==> config.mk <==
export PLATFORM = sky130hd
export DESIGN_NAME = contiguous_hole_allocator
export DESIGN_NICKNAME = d
export VERILOG_FILES = /design/src/hdl/cha_pkg.sv /design/src/hdl/cha_ram.sv /design/src/hdl/cha_front.sv /design/src/hdl/cha_back.sv /design/src/hdl/contiguous_hole_allocator.sv
export SDC_FILE = /design/constraint.sdc
export NUM_CORES = 1
export LEC_CHECK = 0
export BUFFER_PORTS_ARGS = -buffer_cell sky130_fd_sc_hd__buf_2
export CAP_MARGIN = 5
export CELL_PAD_IN_SITES_DETAIL_PLACEMENT = 1
export CELL_PAD_IN_SITES_GLOBAL_PLACEMENT = 2
export CORE_MARGIN = 2
export CORE_UTILIZATION = 47
export CTS_CLUSTER_SIZE = 10
export DETAILED_ROUTE_END_ITERATION = 10
export HOLD_SLACK_MARGIN = 0.1
export PLACE_DENSITY_LB_ADDON = 0.08
export REMOVE_ABC_BUFFERS = 1
export SLEW_MARGIN = 20
export SYNTH_ARGS = -nofsm -noshare
export SYNTH_HDL_FRONTEND = slang
export SYNTH_HIERARCHICAL = 1
export SYNTH_SLANG_ARGS = --single-unit
==> constraint.sdc <==
create_clock -name clk -period 5.47 [get_ports clk]
set_input_delay 1.3675 -clock clk [delete_from_list [all_inputs] [get_ports clk]]
set_output_delay 1.3675 -clock clk [all_outputs]
set_load 0.005 [all_outputs]
==> src/hdl/cha_pkg.sv <==
package cha_pkg;

  // table geometry
  localparam int MAX_HOLES = 16;
  localparam int SIZE_BITS = 16;

  localparam int IDX_BITS  = (MAX_HOLES > 1) ? $clog2(MAX_HOLES) : 1;
  localparam int CNT_BITS  = IDX_BITS + 1;
  localparam int FREE_BITS = SIZE_BITS + IDX_BITS;

  // fixed port widths
  localparam int OPCODE_W = 2;
  localparam int INSIZE_W = 16;
  localparam int STATUS_W = 2;
  localparam int INDEX_W  = 4;
  localparam int LEFT_W   = 16;
  localparam int TOTAL_W  = 20;

  localparam logic [TOTAL_W-1:0] TOTAL_MAX = {TOTAL_W{1'b1}};

  // front to back queue
  localparam int QUEUE_DEPTH = 2;
  localparam int QPTR_BITS   = (QUEUE_DEPTH > 1) ? $clog2(QUEUE_DEPTH) : 1;
  localparam int QCNT_BITS   = $clog2(QUEUE_DEPTH + 1);

  typedef enum logic [OPCODE_W-1:0] {
    OP_CLEAR   = 2'd0,
    OP_APPEND  = 2'd1,
    OP_RESTORE = 2'd2,
    OP_ALLOC   = 2'd3
  } opcode_t;

  typedef enum logic [1:0] {
    STRAT_FIRST = 2'd0,
    STRAT_BEST  = 2'd1,
    STRAT_WORST = 2'd2,
    STRAT_NEXT  = 2'd3
  } strategy_t;

  typedef enum logic [STATUS_W-1:0] {
    ST_DONE   = 2'd0,
    ST_NO_FIT = 2'd1,
    ST_FULL   = 2'd2
  } status_t;

  typedef enum logic [1:0] {
    BS_IDLE,
    BS_RESTORE,
    BS_SCAN,
    BS_DONE
  } back_state_t;

  typedef struct packed {
    opcode_t              kind;
    logic [SIZE_BITS-1:0] size;
  } cmd_t;

  function automatic logic [SIZE_BITS-1:0] to_size(input logic [INSIZE_W-1:0] v);
    logic [SIZE_BITS+INSIZE_W-1:0] e;
    e = {{SIZE_BITS{1'b0}}, v};
    return e[SIZE_BITS-1:0];
  endfunction

  function automatic logic [INDEX_W-1:0] to_index(input logic [IDX_BITS-1:0] v);
    logic [IDX_BITS+INDEX_W-1:0] e;
    e = {{INDEX_W{1'b0}}, v};
    return e[INDEX_W-1:0];
  endfunction

  function automatic logic [LEFT_W-1:0] to_left(input logic [SIZE_BITS-1:0] v);
    logic [SIZE_BITS+LEFT_W-1:0] e;
    e = {{LEFT_W{1'b0}}, v};
    return e[LEFT_W-1:0];
  endfunction

  function automatic logic [TOTAL_W-1:0] sat_total(input logic [FREE_BITS-1:0] v);
    logic [FREE_BITS+TOTAL_W-1:0] e;
    e = {{TOTAL_W{1'b0}}, v};
    return (e > {{FREE_BITS{1'b0}}, TOTAL_MAX}) ? TOTAL_MAX : e[TOTAL_W-1:0];
  endfunction

endpackage

==> src/hdl/cha_ram.sv <==
module cha_ram #(
  parameter int WIDTH = 16,
  parameter int DEPTH = 16
) (
  input  logic                                   clk,
  input  logic                                   we,
  input  logic [((DEPTH > 1) ? $clog2(DEPTH) : 1)-1:0] waddr,
  input  logic [WIDTH-1:0]                       wdata,
  input  logic [((DEPTH > 1) ? $clog2(DEPTH) : 1)-1:0] raddr,
  output logic [WIDTH-1:0]                       rdata
);

  logic [WIDTH-1:0] mem [DEPTH];

  always_ff @(posedge clk) begin
    if (we) begin
      mem[waddr] <= wdata;
    end
    rdata <= mem[raddr];
  end

endmodule

==> src/hdl/cha_front.sv <==
module cha_front
  import cha_pkg::*;
(
  input  logic                clk,
  input  logic                rst,
  input  logic                push,
  output logic                full,
  input  logic [OPCODE_W-1:0] opcode,
  input  logic [INSIZE_W-1:0] size,
  output logic                cmd_valid,
  output cmd_t                cmd,
  input  logic                cmd_take
);

  cmd_t                 q [QUEUE_DEPTH];
  logic [QPTR_BITS-1:0] wr_ptr;
  logic [QPTR_BITS-1:0] rd_ptr;
  logic [QCNT_BITS-1:0] fill;
  cmd_t                 in_cmd;
  logic                 do_push;
  logic                 do_pop;

  // classify the incoming word
  always_comb begin
    in_cmd.kind = opcode_t'(opcode);
    in_cmd.size = to_size(size);
  end

  assign full      = (fill == QCNT_BITS'(QUEUE_DEPTH));
  assign cmd_valid = (fill != '0);
  assign cmd       = q[rd_ptr];
  assign do_push   = push && !full;
  assign do_pop    = cmd_take && cmd_valid;

  always_ff @(posedge clk) begin
    if (do_push) begin
      q[wr_ptr] <= in_cmd;
    end
  end

  always_ff @(posedge clk) begin
    if (rst) begin
      wr_ptr <= '0;
      rd_ptr <= '0;
      fill   <= '0;
    end else begin
      if (do_push) begin
        wr_ptr <= (wr_ptr == QPTR_BITS'(QUEUE_DEPTH - 1)) ? '0 : wr_ptr + 1'b1;
      end
      if (do_pop) begin
        rd_ptr <= (rd_ptr == QPTR_BITS'(QUEUE_DEPTH - 1)) ? '0 : rd_ptr + 1'b1;
      end
      if (do_push && !do_pop) begin
        fill <= fill + 1'b1;
      end else if (do_pop && !do_push) begin
        fill <= fill - 1'b1;
      end
    end
  end

  a_fill_bound: assert property (@(posedge clk) disable iff (rst)
    fill <= QCNT_BITS'(QUEUE_DEPTH))
    else $error("queue overfilled");

  a_push_counts: assert property (@(posedge clk) disable iff (rst)
    (do_push && !do_pop) |=> (fill == $past(fill) + 1'b1))
    else $error("push not counted");

  a_pop_counts: assert property (@(posedge clk) disable iff (rst)
    (do_pop && !do_push) |=> (fill == $past(fill) - 1'b1))
    else $error("pop not counted");

endmodule

==> src/hdl/cha_back.sv <==
module cha_back
  import cha_pkg::*;
(
  input  logic                clk,
  input  logic                rst,
  input  strategy_t           strategy,
  input  logic                cmd_valid,
  input  cmd_t                cmd,
  output logic                cmd_take,
  output logic                empty,
  input  logic                pop,
  output logic [STATUS_W-1:0] status,
  output logic [INDEX_W-1:0]  hole_index,
  output logic [LEFT_W-1:0]   hole_left,
  output logic [TOTAL_W-1:0]  total_free
);

  back_state_t state;
  back_state_t state_next;

  logic [CNT_BITS-1:0]  hole_count;
  logic [IDX_BITS-1:0]  next_pointer;
  logic [FREE_BITS-1:0] free_sum;

  logic [SIZE_BITS-1:0] op_size;
  logic [CNT_BITS-1:0]  iss;
  logic                 rd_pend;
  logic [IDX_BITS-1:0]  rd_addr_d;
  logic [IDX_BITS-1:0]  scan_start;
  logic                 found;
  logic [IDX_BITS-1:0]  pick;
  logic [SIZE_BITS-1:0] best;

  status_t              res_status;
  logic [IDX_BITS-1:0]  res_index;
  logic [SIZE_BITS-1:0] res_left;

  logic                 out_valid;
  status_t              out_status;
  logic [INDEX_W-1:0]   out_index;
  logic [LEFT_W-1:0]    out_left;
  logic [TOTAL_W-1:0]   out_total;

  logic                 table_full;
  logic                 issue_more;
  logic                 pipe_done;
  logic [CNT_BITS:0]    k_sum;
  logic [CNT_BITS:0]    k_wrap;
  logic [IDX_BITS-1:0]  k_addr;
  logic                 fit;
  logic                 upd;
  logic                 load_out;
  logic [SIZE_BITS-1:0] alloc_left;

  logic                 tot_we;
  logic [SIZE_BITS-1:0] tot_rdata;
  logic                 rem_we;
  logic [IDX_BITS-1:0]  rem_waddr;
  logic [SIZE_BITS-1:0] rem_wdata;
  logic [SIZE_BITS-1:0] rem_rdata;

  cha_ram #(.WIDTH(SIZE_BITS), .DEPTH(MAX_HOLES)) u_total (
    .clk   (clk),
    .we    (tot_we),
    .waddr (hole_count[IDX_BITS-1:0]),
    .wdata (cmd.size),
    .raddr (iss[IDX_BITS-1:0]),
    .rdata (tot_rdata)
  );

  cha_ram #(.WIDTH(SIZE_BITS), .DEPTH(MAX_HOLES)) u_remaining (
    .clk   (clk),
    .we    (rem_we),
    .waddr (rem_waddr),
    .wdata (rem_wdata),
    .raddr (k_addr),
    .rdata (rem_rdata)
  );

  // datapath helpers
  always_comb begin
    table_full = (hole_count >= CNT_BITS'(MAX_HOLES));
    issue_more = (iss < hole_count);
    pipe_done  = !issue_more && !rd_pend;
    // scan order wraps past the last hole for next fit
    k_sum      = {2'b00, scan_start} + {1'b0, iss};
    k_wrap     = (k_sum >= {1'b0, hole_count}) ? k_sum - {1'b0, hole_count} : k_sum;
    k_addr     = k_wrap[IDX_BITS-1:0];
    fit        = (op_size <= rem_rdata);
    upd        = (state == BS_SCAN) && rd_pend && fit &&
                 (!found ||
                  (strategy == STRAT_BEST  && rem_rdata < best) ||
                  (strategy == STRAT_WORST && rem_rdata > best));
    alloc_left = best - op_size;
    load_out   = (state == BS_DONE) && (!out_valid || pop);
  end

  // next state
  always_comb begin
    state_next = state;
    unique case (state)
      BS_IDLE: begin
        if (cmd_valid) begin
          unique case (cmd.kind)
            OP_CLEAR:   state_next = BS_DONE;
            OP_APPEND:  state_next = BS_DONE;
            OP_RESTORE: state_next = BS_RESTORE;
            OP_ALLOC:   state_next = BS_SCAN;
          endcase
        end
      end
      BS_RESTORE: begin
        if (pipe_done) state_next = BS_DONE;
      end
      BS_SCAN: begin
        if (pipe_done) state_next = BS_DONE;
      end
      BS_DONE: begin
        if (!out_valid || pop) state_next = BS_IDLE;
      end
    endcase
  end

  // outputs of the sequencer
  always_comb begin
    cmd_take  = 1'b0;
    tot_we    = 1'b0;
    rem_we    = 1'b0;
    rem_waddr = hole_count[IDX_BITS-1:0];
    rem_wdata = cmd.size;
    unique case (state)
      BS_IDLE: begin
        cmd_take = cmd_valid;
        if (cmd_valid && cmd.kind == OP_APPEND && !table_full) begin
          tot_we = 1'b1;
          rem_we = 1'b1;
        end
      end
      BS_RESTORE: begin
        rem_we    = rd_pend;
        rem_waddr = rd_addr_d;
        rem_wdata = tot_rdata;
      end
      BS_SCAN: begin
        rem_we    = pipe_done && found;
        rem_waddr = pick;
        rem_wdata = alloc_left;
      end
      BS_DONE: begin
      end
    endcase
  end

  always_ff @(posedge clk) begin
    if (rst) begin
      state        <= BS_IDLE;
      hole_count   <= '0;
      next_pointer <= '0;
      free_sum     <= '0;
      iss          <= '0;
      rd_pend      <= 1'b0;
      found        <= 1'b0;
      out_valid    <= 1'b0;
    end else begin
      state <= state_next;
      unique case (state)
        BS_IDLE: begin
          if (cmd_valid) begin
            op_size    <= cmd.size;
            iss        <= '0;
            rd_pend    <= 1'b0;
            found      <= 1'b0;
            scan_start <= (strategy == STRAT_NEXT && {1'b0, next_pointer} < hole_count)
                          ? next_pointer : '0;
            unique case (cmd.kind)
              OP_CLEAR: begin
                hole_count   <= '0;
                next_pointer <= '0;
                free_sum     <= '0;
                res_status   <= ST_DONE;
                res_index    <= '0;
                res_left     <= '0;
              end
              OP_APPEND: begin
                if (table_full) begin
                  res_status <= ST_FULL;
                  res_index  <= '0;
                  res_left   <= '0;
                end else begin
                  hole_count <= hole_count + 1'b1;
                  free_sum   <= free_sum + {{IDX_BITS{1'b0}}, cmd.size};
                  res_status <= ST_DONE;
                  res_index  <= hole_count[IDX_BITS-1:0];
                  res_left   <= cmd.size;
                end
              end
              OP_RESTORE: begin
                free_sum     <= '0;
                next_pointer <= '0;
                res_status   <= ST_DONE;
                res_index    <= '0;
                res_left     <= '0;
              end
              OP_ALLOC: begin
              end
            endcase
          end
        end
        BS_RESTORE: begin
          if (issue_more) iss <= iss + 1'b1;
          rd_pend   <= issue_more;
          rd_addr_d <= iss[IDX_BITS-1:0];
          if (rd_pend) begin
            free_sum <= free_sum + {{IDX_BITS{1'b0}}, tot_rdata};
          end
        end
        BS_SCAN: begin
          if (issue_more) iss <= iss + 1'b1;
          rd_pend   <= issue_more;
          rd_addr_d <= k_addr;
          if (upd) begin
            found <= 1'b1;
            pick  <= rd_addr_d;
            best  <= rem_rdata;
          end
          if (pipe_done) begin
            if (found) begin
              free_sum     <= free_sum - {{IDX_BITS{1'b0}}, op_size};
              next_pointer <= pick;
              res_status   <= ST_DONE;
              res_index    <= pick;
              res_left     <= alloc_left;
            end else begin
              res_status <= ST_NO_FIT;
              res_index  <= '0;
              res_left   <= '0;
            end
          end
        end
        BS_DONE: begin
        end
      endcase
      if (load_out) begin
        out_valid <= 1'b1;
      end else if (pop && out_valid) begin
        out_valid <= 1'b0;
      end
    end
  end

  always_ff @(posedge clk) begin
    if (load_out) begin
      out_status <= res_status;
      out_index  <= to_index(res_index);
      out_left   <= to_left(res_left);
      out_total  <= sat_total(free_sum);
    end
  end

  assign empty      = !out_valid;
  assign status     = out_status;
  assign hole_index = out_index;
  assign hole_left  = out_left;
  assign total_free = out_total;

  a_count_bound: assert property (@(posedge clk) disable iff (rst)
    hole_count <= CNT_BITS'(MAX_HOLES))
    else $error("hole count past table size");

  a_pick_in_table: assert property (@(posedge clk) disable iff (rst)
    (state == BS_SCAN && found) |-> ({1'b0, pick} < hole_count))
    else $error("picked hole outside table");

  a_clear_empties: assert property (@(posedge clk) disable iff (rst)
    (state == BS_IDLE && cmd_valid && cmd.kind == OP_CLEAR) |=>
      (hole_count == '0 && free_sum == '0))
    else $error("clear left state behind");

  a_take_only_idle: assert property (@(posedge clk) disable iff (rst)
    (cmd_take && cmd_valid) |=> (state != BS_IDLE))
    else $error("taken word not being worked");

endmodule

==> src/hdl/contiguous_hole_allocator.sv <==
// contiguous hole allocator: keeps a table of up to MAX_HOLES memory holes
// (total and remaining size each) and serves words of opcode and size through
// a push/full input queue and an empty/pop result queue. opcodes clear the
// table, append a hole, restore all remaining sizes (and reset the next-fit
// pointer), or allocate a request by the strategy register (first, best,
// worst or next fit; ties go to the first hole in scan order, the lowest index
// but for next fit). each word gives one result word: status, hole index, that
// hole's remaining size and the total free. the back end scans the remaining
// size memory one entry per cycle through its single read port. an allocate or
// restore goes from idle through the restore or scan state to done, which loads
// the result register; clear or append goes from idle straight to done. the
// input queue keeps taking words, until full, while the back end works or a
// result waits to be popped. write the strategy register only while idle.
module contiguous_hole_allocator
  import cha_pkg::*;
(
  input  logic                clk,
  input  logic                rst,
  // input word queue
  input  logic                push,
  output logic                full,
  input  logic [OPCODE_W-1:0] opcode,
  input  logic [INSIZE_W-1:0] size,
  // result word queue
  output logic                empty,
  input  logic                pop,
  output logic [STATUS_W-1:0] status,
  output logic [INDEX_W-1:0]  hole_index,
  output logic [LEFT_W-1:0]   hole_left,
  output logic [TOTAL_W-1:0]  total_free,
  // strategy register write
  input  logic                cfg_we,
  input  logic [1:0]          cfg_data
);

  strategy_t strategy;
  logic      cmd_valid;
  cmd_t      cmd;
  logic      cmd_take;

  // strategy register, no read-back
  always_ff @(posedge clk) begin
    if (rst) begin
      strategy <= STRAT_FIRST;
    end else if (cfg_we) begin
      strategy <= strategy_t'(cfg_data);
    end
  end

  // front: accept and classify words into the short queue
  cha_front u_front (
    .clk       (clk),
    .rst       (rst),
    .push      (push),
    .full      (full),
    .opcode    (opcode),
    .size      (size),
    .cmd_valid (cmd_valid),
    .cmd       (cmd),
    .cmd_take  (cmd_take)
  );

  // back: hole table, scan engine and result register
  cha_back u_back (
    .clk        (clk),
    .rst        (rst),
    .strategy   (strategy),
    .cmd_valid  (cmd_valid),
    .cmd        (cmd),
    .cmd_take   (cmd_take),
    .empty      (empty),
    .pop        (pop),
    .status     (status),
    .hole_index (hole_index),
    .hole_left  (hole_left),
    .total_free (total_free)
  );

endmodule
## Word level (Yosys, flattened, before mapping)

Memories as Yosys holds them, arrays and structs flattened. A register that Yosys moved wholly into a read port is not among the register bits.
Cells that the tools add are included.

- Word-level logic and storage cells: 186
- Memories kept: 3
- Input port bits: 25
- Memory bits (writable): 548
- Register bits: 153

- Muxes and demuxes: 66
- Bitwise gates (word level): 1
- Eq/ne operators: 22
- Add/sub/neg operators: 12
- $lt $le $gt $ge: 7
- Reductions and logical operators: 51

Memory list:

| name | words | bits a word | rd ports | clocked after Yosys merged registers in | wr ports | RTL line | text |
|---|---|---|---|---|---|---|---|
| u_back.u_remaining.mem | 16 | 16 | 1 | 1 | 1 | cha_ram.sv:13 | `logic [WIDTH-1:0] mem [DEPTH];` |
| u_back.u_total.mem | 16 | 16 | 1 | 1 | 1 | cha_ram.sv:13 |  |
| u_front.q | 2 | 18 | 1 | 1 | 1 | cha_front.sv:15 | `cmd_t q [QUEUE_DEPTH];` |

Operators by type and width:

| operator | number |
|---|---|
| two-way mux 20 bit | 5 |
| case mux 16 bit (2 select lines) | 3 |
| two-way mux 16 bit | 4 |
| case mux 20 bit (3 select lines) | 1 |
| adder 20 x 16 -> 20 bit | 2 |
| case mux 20 bit (2 select lines) | 1 |
| case mux 4 bit (2 select lines) | 5 |
| two-way mux 4 bit | 9 |
| case mux 5 bit (2 select lines) | 2 |
| subtractor 20 x 16 -> 20 bit | 1 |
| two-way mux 1 bit | 18 |
| greater-than comparator 16 bit | 1 |
| <= comparator 16 bit | 1 |
| logical AND 1 bit | 16 |
| less-than comparator 16 bit | 1 |
| two-way mux 2 bit | 8 |
| subtractor 16 bit | 1 |
| two-way mux 5 bit | 3 |
| AND reduction 3 bit | 5 |
| == test 2 bit (second input constant) | 7 |
| inequality test 2 x 1 -> 1 bit (second input constant) | 7 |
| nonzero test 2 bit | 7 |
| case mux 2 bit (3 select lines) | 2 |
| adder 5 x 1 -> 5 bit (second input constant) | 2 |
| other kinds (26) | 47 |

## Longest topological paths before layout

Gate-level depths: netlist (run 1).

- Word-level depth: 7
- Depth in mapped cells: 17

## Cells and area by module

The synthesis (run 1) kept the hierarchy.

By module, submodules not included:

| module | cells an instance | area each (um^2) | instances | sequential area each (um^2) |
|---|---|---|---|---|
| cha_back | 1090 | 10256.1 | 1 | 4023.9 |
| cha_ram (u_back.u_remaining) | 432 | 10043.4 | 1 | 8007.7 |
| cha_ram (u_back.u_total) | 432 | 10042.1 | 1 | 8007.7 |
| cha_front | 81 | 1516.5 | 1 | 1181.1 |
| contiguous_hole_allocator | 6 | 67.6 | 1 | 40.0 |

## Worst setup path after synthesis (run 1)

OpenSTA, ideal clock, no wires.

- Path type: register to register
- Start point: register with a tool-made name
- End point: memory u_back.u_remaining.mem[0][0], enable pin
- Data required time: 5.061 ns
- Setup slack: 1.489 ns
- Period minus slack after synthesis: 3.981 ns
- Library setup time: 0.409 ns
- Cell stages (with the launch flop): 11
- Data arrival time: 3.572 ns
- Path buffers: 3
- Cell sequence: dfxtp_1 -> buf_2 -> buf_4 -> mux2_2 -> clkbuf_1 -> nand2_1 -> nor3_1 -> a21oi_1 -> a21oi_1 -> or3b_2 -> nor3_1

RTL lines:

| item | RTL line |
|---|---|
| end: declaration | cha_ram.sv:13 |

## Worst setup path after layout (run 1)

- Start point: register u_back.scan_start[0]
- End point: register u_back.u_remaining.rdata[6], read port of u_back.u_remaining.mem

- Cells in the longest elaborated chain, start to end: 3
- Elaborated cells on any way between the ends: 4
- Those cells by class: 2 x add/sub; 1 x order compare; 1 x mux

RTL lines:

| item | RTL line | text |
|---|---|---|
| start: declaration | cha_back.sv:29 | `logic [IDX_BITS-1:0] scan_start;` |
| start signal: assignment | cha_back.sv:173 | `scan_start <= (strategy == STRAT_NEXT && {1'b0, next_pointer} < hole_count)` |
| adder 4 x 5 -> 6 bit (*) | cha_back.sv:86 | `k_sum = {2'b00, scan_start} + {1'b0, iss};` |
| greater-or-equal comparator 6 x 5 -> 1 bit / subtractor 4 bit (equally long branches) | cha_back.sv:87 | `k_wrap = (k_sum >= {1'b0, hole_count}) ? k_sum - {1'b0, hole_count} : k_sum;` |
| two-way mux 4 bit (*) | cha_back.sv:87 |  |
| via u_back.k_wrap[0] | cha_back.sv:48 | `logic [CNT_BITS:0] k_wrap;` |
| end: declaration | cha_ram.sv:10 | `output logic [WIDTH-1:0] rdata` |

The timed path passes the listed nets; every way through them passes the cells marked *.
A chain may end at the register's enable or synchronous reset.

==> results.json, run 1 <==
{
  "cts_sinks": 734,
  "ys_ff_latch": 734,
  "areaGrowthSynthToFinish_pct": 13.6,
  "crit_type": "reg2reg",
  "fin_crit_ns": 4.82,
  "dominantRegCellSynth": "edfxtp_1",
  "switching_share": 0.331,
  "final_cell_mix": "edfxtp_1 (656), nor2_1 (139), nand2_1 (110), mux4_2 (108), ha_1 (105)",
  "gr-usage-all-layers": 0.247,
  "antenna_left": 0,
  "drv_cap": 0,
  "critPathBufInv": 1,
  "final.period_utilization": 0.881,
  "die_w_um": 265,
  "globalRoute.busiestLayer": "met2",
  "ctsResizeCount": 0,
  "port_buffers": 68,
  "fin_ws_ns": 0.648,
  "numCtsBuffers": 86,
  "clock.fmax_mhz": 207,
  "fp.dieArea_um2": 70000,
  "drive_above_1_share": 0.192,
  "postSynthCellCount": 2041,
  "slew_headroom": 0.272,
  "cp-end-kind": "register",
  "yosysWarnings": 6,
  "wirelength_mm": 84.9,
  "crit_chain": "ha_1 > fa_1 > fa_1 > a21o_1 > a21o_1 > a21o_1 > a221oi_2 > mux2i_4 > buf_12 > mux4_1 > a22oi_1 > nand2_1",
  "ios": 69,
  "grt_pass1_vias": 19700,
  "grt.overflow.total": 0,
  "synth_edf_count": 656,
  "utilization": 0.540,
  "worst_slew_pin_slew_ns": 1.09,
  "nets": 2331,
  "detail_route.first_pass.iterations": 5,
  "hp-class": "reg2reg",
  "place_ws_ns": 0.702,
  "die_h_um": 265,
  "synth.avg_cell_area_um2": 15.6,
  "n_antenna_cell": 0,
  "power_density_nw_per_um2": 503,
  "dp_hpwl_mm": 56.2,
  "met2_usage": 0.408,
  "async_reset_ff_frac": 0,
  "grt_pass1_wl_mm": 127,
  "crit_family": "multiplexers",
  "setup_viol_count_final": 0,
  "drc": 0,
  "antenna_found_initial": 0,
  "gp_congestion": 0.803,
  "clk_pin_slew_ns": 0.06,
  "cts_hold_buffers": 0,
  "worstPathMaxFanout": 18,
  "syn_area_um2": 31900,
  "clock_power_share": 0.287,
  "internal-power_mw": 12.2,
  "post_drt_wl_per_cell_um": 27.2,
  "netlist-cell-type-count": 81,
  "rsz0062_at_grt": "no",
  "crit_slowest_cell": "mux2i_4",
  "peakVddDrop_mv": 0.311,
  "grt_start_max_net_pins": 66,
  "max-clock-path-buffers": 3,
  "viasPerCell": 6.00,
  "drv_slew": 0,
  "cp.required_ns": 5.98,
  "skew_ns": 0.0527,
  "use_met1": 0.343,
  "slowest_delay_ns": 0.82,
  "core_area_um2": 67200,
  "num_rows": 95,
  "root_buffer": "clkbuf_16",
  "final_hold_viol_count": 0,
  "drt_iter0_markers": 1483,
  "clk-insertion-delay-late_ns": 0.66,
  "arrival_ns": 5.33,
  "start_util": 0.475,
  "seq_area_frac_synth": 0.666,
  "p_sw_mw": 6.03,
  "leakage_nw": 12.6,
  "final_common_cell": "edfxtp_1",
  "cts_tree": "done",
  "status": "finished, final reports clean",
  "met3_usage": 0.0366,
  "combPwrFrac": 0.297,
  "crit_top_cell": "a21o_1",
  "h-tree-depth": 3,
  "num_vias": 18700,
  "seq_power_share": 0.415,
  "post_cts_buffers": 0,
  "worstSetupStartpointType": "register"
}
==> synth_stat cells, types with 17 or more instances <==
master    count  area share
a211oi_1     24      0.0056
a21o_1       30      0.0071
a21oi_1      78       0.012
a22oi_1      71       0.017
a31oi_1      17      0.0033
clkbuf_1     39      0.0046
dfxtp_1      78       0.049
edfxtp_1    656        0.62
ha_1        107       0.042
inv_1        92       0.011
mux2_2       30       0.011
mux4_1       20       0.016
mux4_2      108       0.076
nand2_1     110       0.013
nand3_1      19      0.0030
nor2_1      142       0.017
nor3_1       31      0.0049
o21ai_0      62      0.0097
xnor2_1      27      0.0074
xor2_1       18      0.0049
==> area by class of cell <==
| type | count | area [um2] |
|---|---|---|
| fill | 6289 | 30900 |
| sequential | 734 | 21300 |
| multi-input combinational | 1134 | 10000 |
| clock buffer | 126 | 2340 |
| tap | 873 | 1090 |
| timing repair buffer | 144 | 977 |
| inverter | 94 | 353 |
| clock inverter | 16 | 194 |
==> routing by layer <==
| layer | share of wire | vias up |
|---|---|---|
| met4 | 0.024 | 0 |
| met3 | 0.046 | 151 |
| met1 | 0.45 | 9766 |
| li1 | - | 8366 |
| met5 | 0 | - |
| met2 | 0.48 | 429 |
==> path summary, 6_finish.rpt <==
kind | start | endpoint | slack (ns) | depth (start not counted)
max | u_back/scan_start[0] | u_back/u_remaining/rdata[6] | 0.65 | 12
min | u_back/res_status[0] | u_back/status[0] | 0.40 | 0
max reg2reg | u_back/scan_start[0] | u_back/u_remaining/rdata[6] | 0.65 | 12
min reg2reg | u_back/res_status[0] | u_back/status[0] | 0.40 | 0
==> per-stage QoR <==
step / hold WS (ns) / TNS [ns] / cell area (um2) / std cells / power [mW]
finish: 0.404 / 0 / 36300 / 3121 / 18.3
global route: 0.417 / 0 / 36300 / 3121 / 19.2
CTS: 0.401 / 0 / 36200 / 3120 / 18.4
detailed placement: 0.405 / 0 / 33700 / 2978 / 13.1
global placement: 0.401 / 0 / 33700 / 2977 / 12.9
floorplan: 0.400 / -110.43 / 31500 / 1962 / 11.1
==> sequential cells by signal, summed over array words and instances (netlist names), 5 cells and up, named ones only <==
register	cells
u_back/total_free	20
u_back/u_total/mem	256
u_back/hole_left	16
u_front/q	36
u_back/res_left	16
u_back/hole_count	5
u_back/u_remaining/mem	256
u_back/u_remaining/rdata	16
u_back/free_sum	20
u_back/best	16
u_back/op_size	16
u_back/u_total/rdata	16
u_back/iss	5
==> kinds of logic (layout without fill, tap and decap cells) <==
kind of cell,count (synthesis),in the layout,synth area share
AO/OA/AOI/OAI,404,404,0.0881
XOR/XNOR,45,45,0.0123
flip-flops,734,734,0.666
multiplexers,166,166,0.106
buffers and inverters,173,380,0.0235
AND/OR/NAND/NOR,407,407,0.0593
adder cells (fa/ha/maj),112,112,0.0451
==> power by group through the flow <==
stage / combinational, mW / sequential, mW / clock [mW]
5_1_grt: 6.01 / 7.62 / 5.55
2_1_floorplan: 3.52 / 7.58 / 0
3_3_place_gp: 5.21 / 7.69 / 0
4_1_cts: 5.43 / 7.59 / 5.35
6_report: 5.43 / 7.58 / 5.24
3_5_place_dp: 5.39 / 7.70 / 0
No activity file was read; power rests on OpenSTA's default activity.
==> run 2: changes to the inputs <==
BUFFER_PORTS_ARGS = default   (was -buffer_cell sky130_fd_sc_hd__buf_2)
CORE_UTILIZATION = 48   (was 47)
DONT_BUFFER_PORTS = 1   (was default)
==> run 2 against run 1 <==
Critical path depth unchanged. Design area down 0.86%. Clock skew down 0.0064 ns. Combinational power down 0.7%. Utilization up 0.59 points. Die area down 2.0%. Count of clock-buffer cells in the layout up 16. Register-to-register slack better by 0.19 ns. Cell count down 1.9%. Global-route usage up 1.1 points. Largest cell class unchanged.
==> results.json, run 2 (synthesis gave the netlist of run 1 again) <==
{
  "cts_hold_buffers": 0,
  "port_buffers": 0,
  "numCtsBuffers": 85,
  "start_util": 0.485,
  "antenna_left": 0,
  "drive_above_1_share": 0.166,
  "utilization": 0.546,
  "clk_pin_slew_ns": 0.06,
  "grt_pass1_vias": 19500,
  "p_sw_mw": 6.02,
  "gr-usage-all-layers": 0.258,
  "crit_chain": "ha_1 > fa_1 > fa_1 > a21o_1 > a21o_1 > a21o_1 > a221oi_2 > mux2i_4 > buf_12 > mux4_1 > a22oi_1 > nand2_1",
  "fin_cells": 3062,
  "core_area_um2": 65900,
  "status": "finished, final reports clean",
  "detail_route.first_pass.iterations": 7,
  "skew_ns": 0.0463,
  "areaGrowthSynthToFinish_pct": 12.6,
  "power_density_nw_per_um2": 506,
  "fin_ws_ns": 0.839,
  "final_cell_mix": "edfxtp_1 (656), nor2_1 (135), nand2_1 (110), mux4_2 (108), ha_1 (105)",
  "antenna_found_initial": 0,
  "grt_pass1_wl_mm": 128,
  "grt.overflow.total": 0,
  "fin_crit_ns": 4.63,
  "slowest_delay_ns": 0.71,
  "worst_slew_pin_slew_ns": 1.13,
  "num_rows": 94,
  "drv_cap": 0,
  "crit_top_cell": "a21o_1",
  "crit_type": "reg2reg",
  "cts_sinks": 734,
  "crit_slowest_cell": "mux2i_4",
  "critPathBufInv": 1,
  "slew_headroom": 0.245,
  "nets": 2266,
  "hp-class": "reg2reg",
  "arrival_ns": 5.15,
  "num_vias": 18600,
  "seq_power_share": 0.418,
  "die_h_um": 262,
  "drv_slew": 0,
  "post_drt_wl_per_cell_um": 28.3,
  "switching_share": 0.331,
  "worstHoldStart": "u_back/res_left[8]",
  "reg_top3": "u_back/u_remaining/mem x256, u_back/u_total/mem x256, u_front/q x36",
  "drt_iter0_markers": 1454,
  "worstPathMaxFanout": 17,
  "rsz0062_at_grt": "no",
  "post_cts_buffers": 0,
  "clk-insertion-delay-late_ns": 0.65,
  "dp.cells": 2906,
  "final.period_utilization": 0.847,
  "place_ws_ns": 0.855,
  "leakage_nw": 12.3,
  "cp-startpoint": "u_back/scan_start[0]",
  "cp-end-kind": "register",
  "final_common_cell": "edfxtp_1",
  "internal-power_mw": 12.2,
  "final_hold_viol_count": 0,
  "r2r_start": "u_back/scan_start[0]",
  "gp_congestion": 0.798,
  "worstSetupStartpointType": "register",
  "ios": 69,
  "peakVddDrop_mv": 0.282,
  "cp.required_ns": 5.99,
  "combPwrFrac": 0.296,
  "root_buffer": "clkbuf_16",
  "die_w_um": 262,
  "setup_viol_count_final": 0,
  "clock_power_share": 0.286,
  "grt_start_max_net_pins": 67,
  "fillers": 6207,
  "fp.dieArea_um2": 68600,
  "clock.fmax_mhz": 216,
  "cts_tree": "done",
  "wirelength_mm": 86.5,
  "crit_family": "compound AO/OA/AOI/OAI gates",
  "max-clock-path-buffers": 3,
  "drc": 0,
  "dp_hpwl_mm": 56.8,
  "h-tree-depth": 3,
  "viasPerCell": 6.07,
  "ctsResizeCount": 0
}
## run 2: path summary, 6_finish.rpt
| check | to | slack (ns) | depth (start not counted) |
|---|---|---|---|
| worst min register to register | u_back/hole_left[8] | 0.38 | 0 |
| worst min-delay path | u_back/hole_left[8] | 0.38 | 0 |
| worst max-delay path | u_back/u_remaining/rdata[10] | 0.84 | 12 |
| worst max register to register | u_back/u_remaining/rdata[10] | 0.84 | 12 |
## run 2: layer usage
layer  wire length (um)  global-route usage
met1              37600               0.351
met2              42900               0.438
met3               3700              0.0304
met4               2340              0.0775
met5                  0                   0
## run 2: power groups by stage
stage	Clock [mW]	Sequential (mW)	Combinational [mW]
floorplan	0	7.58	3.52
global placement	0	7.69	5.17
detailed placement	0	7.71	5.36
CTS	5.32	7.59	5.39
global route	5.49	7.63	5.92
finish	5.20	7.59	5.39
## run 2: cell type report
type                       instances  area, um2  share of cell area
multi-input combinational       1134      10000               0.279
clock buffer                     142       2380              0.0663
tap                              864       1080              0.0301
inverter                          94        353             0.00982
clock inverter                    13        166             0.00463
antenna                            1       2.50           0.0000696
timing repair buffer              80        651              0.0181
sequential                       734      21300               0.592
## run 2: metrics by stage
stage	instance area [um2]	hold WS [ns]	setup TNS (ns)	power (mW)
6_report	35900	0.383	0	18.2
5_1_grt	35900	0.387	0	19.0
4_1_cts	35900	0.378	0	18.3
3_5_place_dp	33400	0.406	0	13.1
3_3_place_gp	33400	0.402	0	12.9
2_1_floorplan	31500	0.400	-110.43	11.1
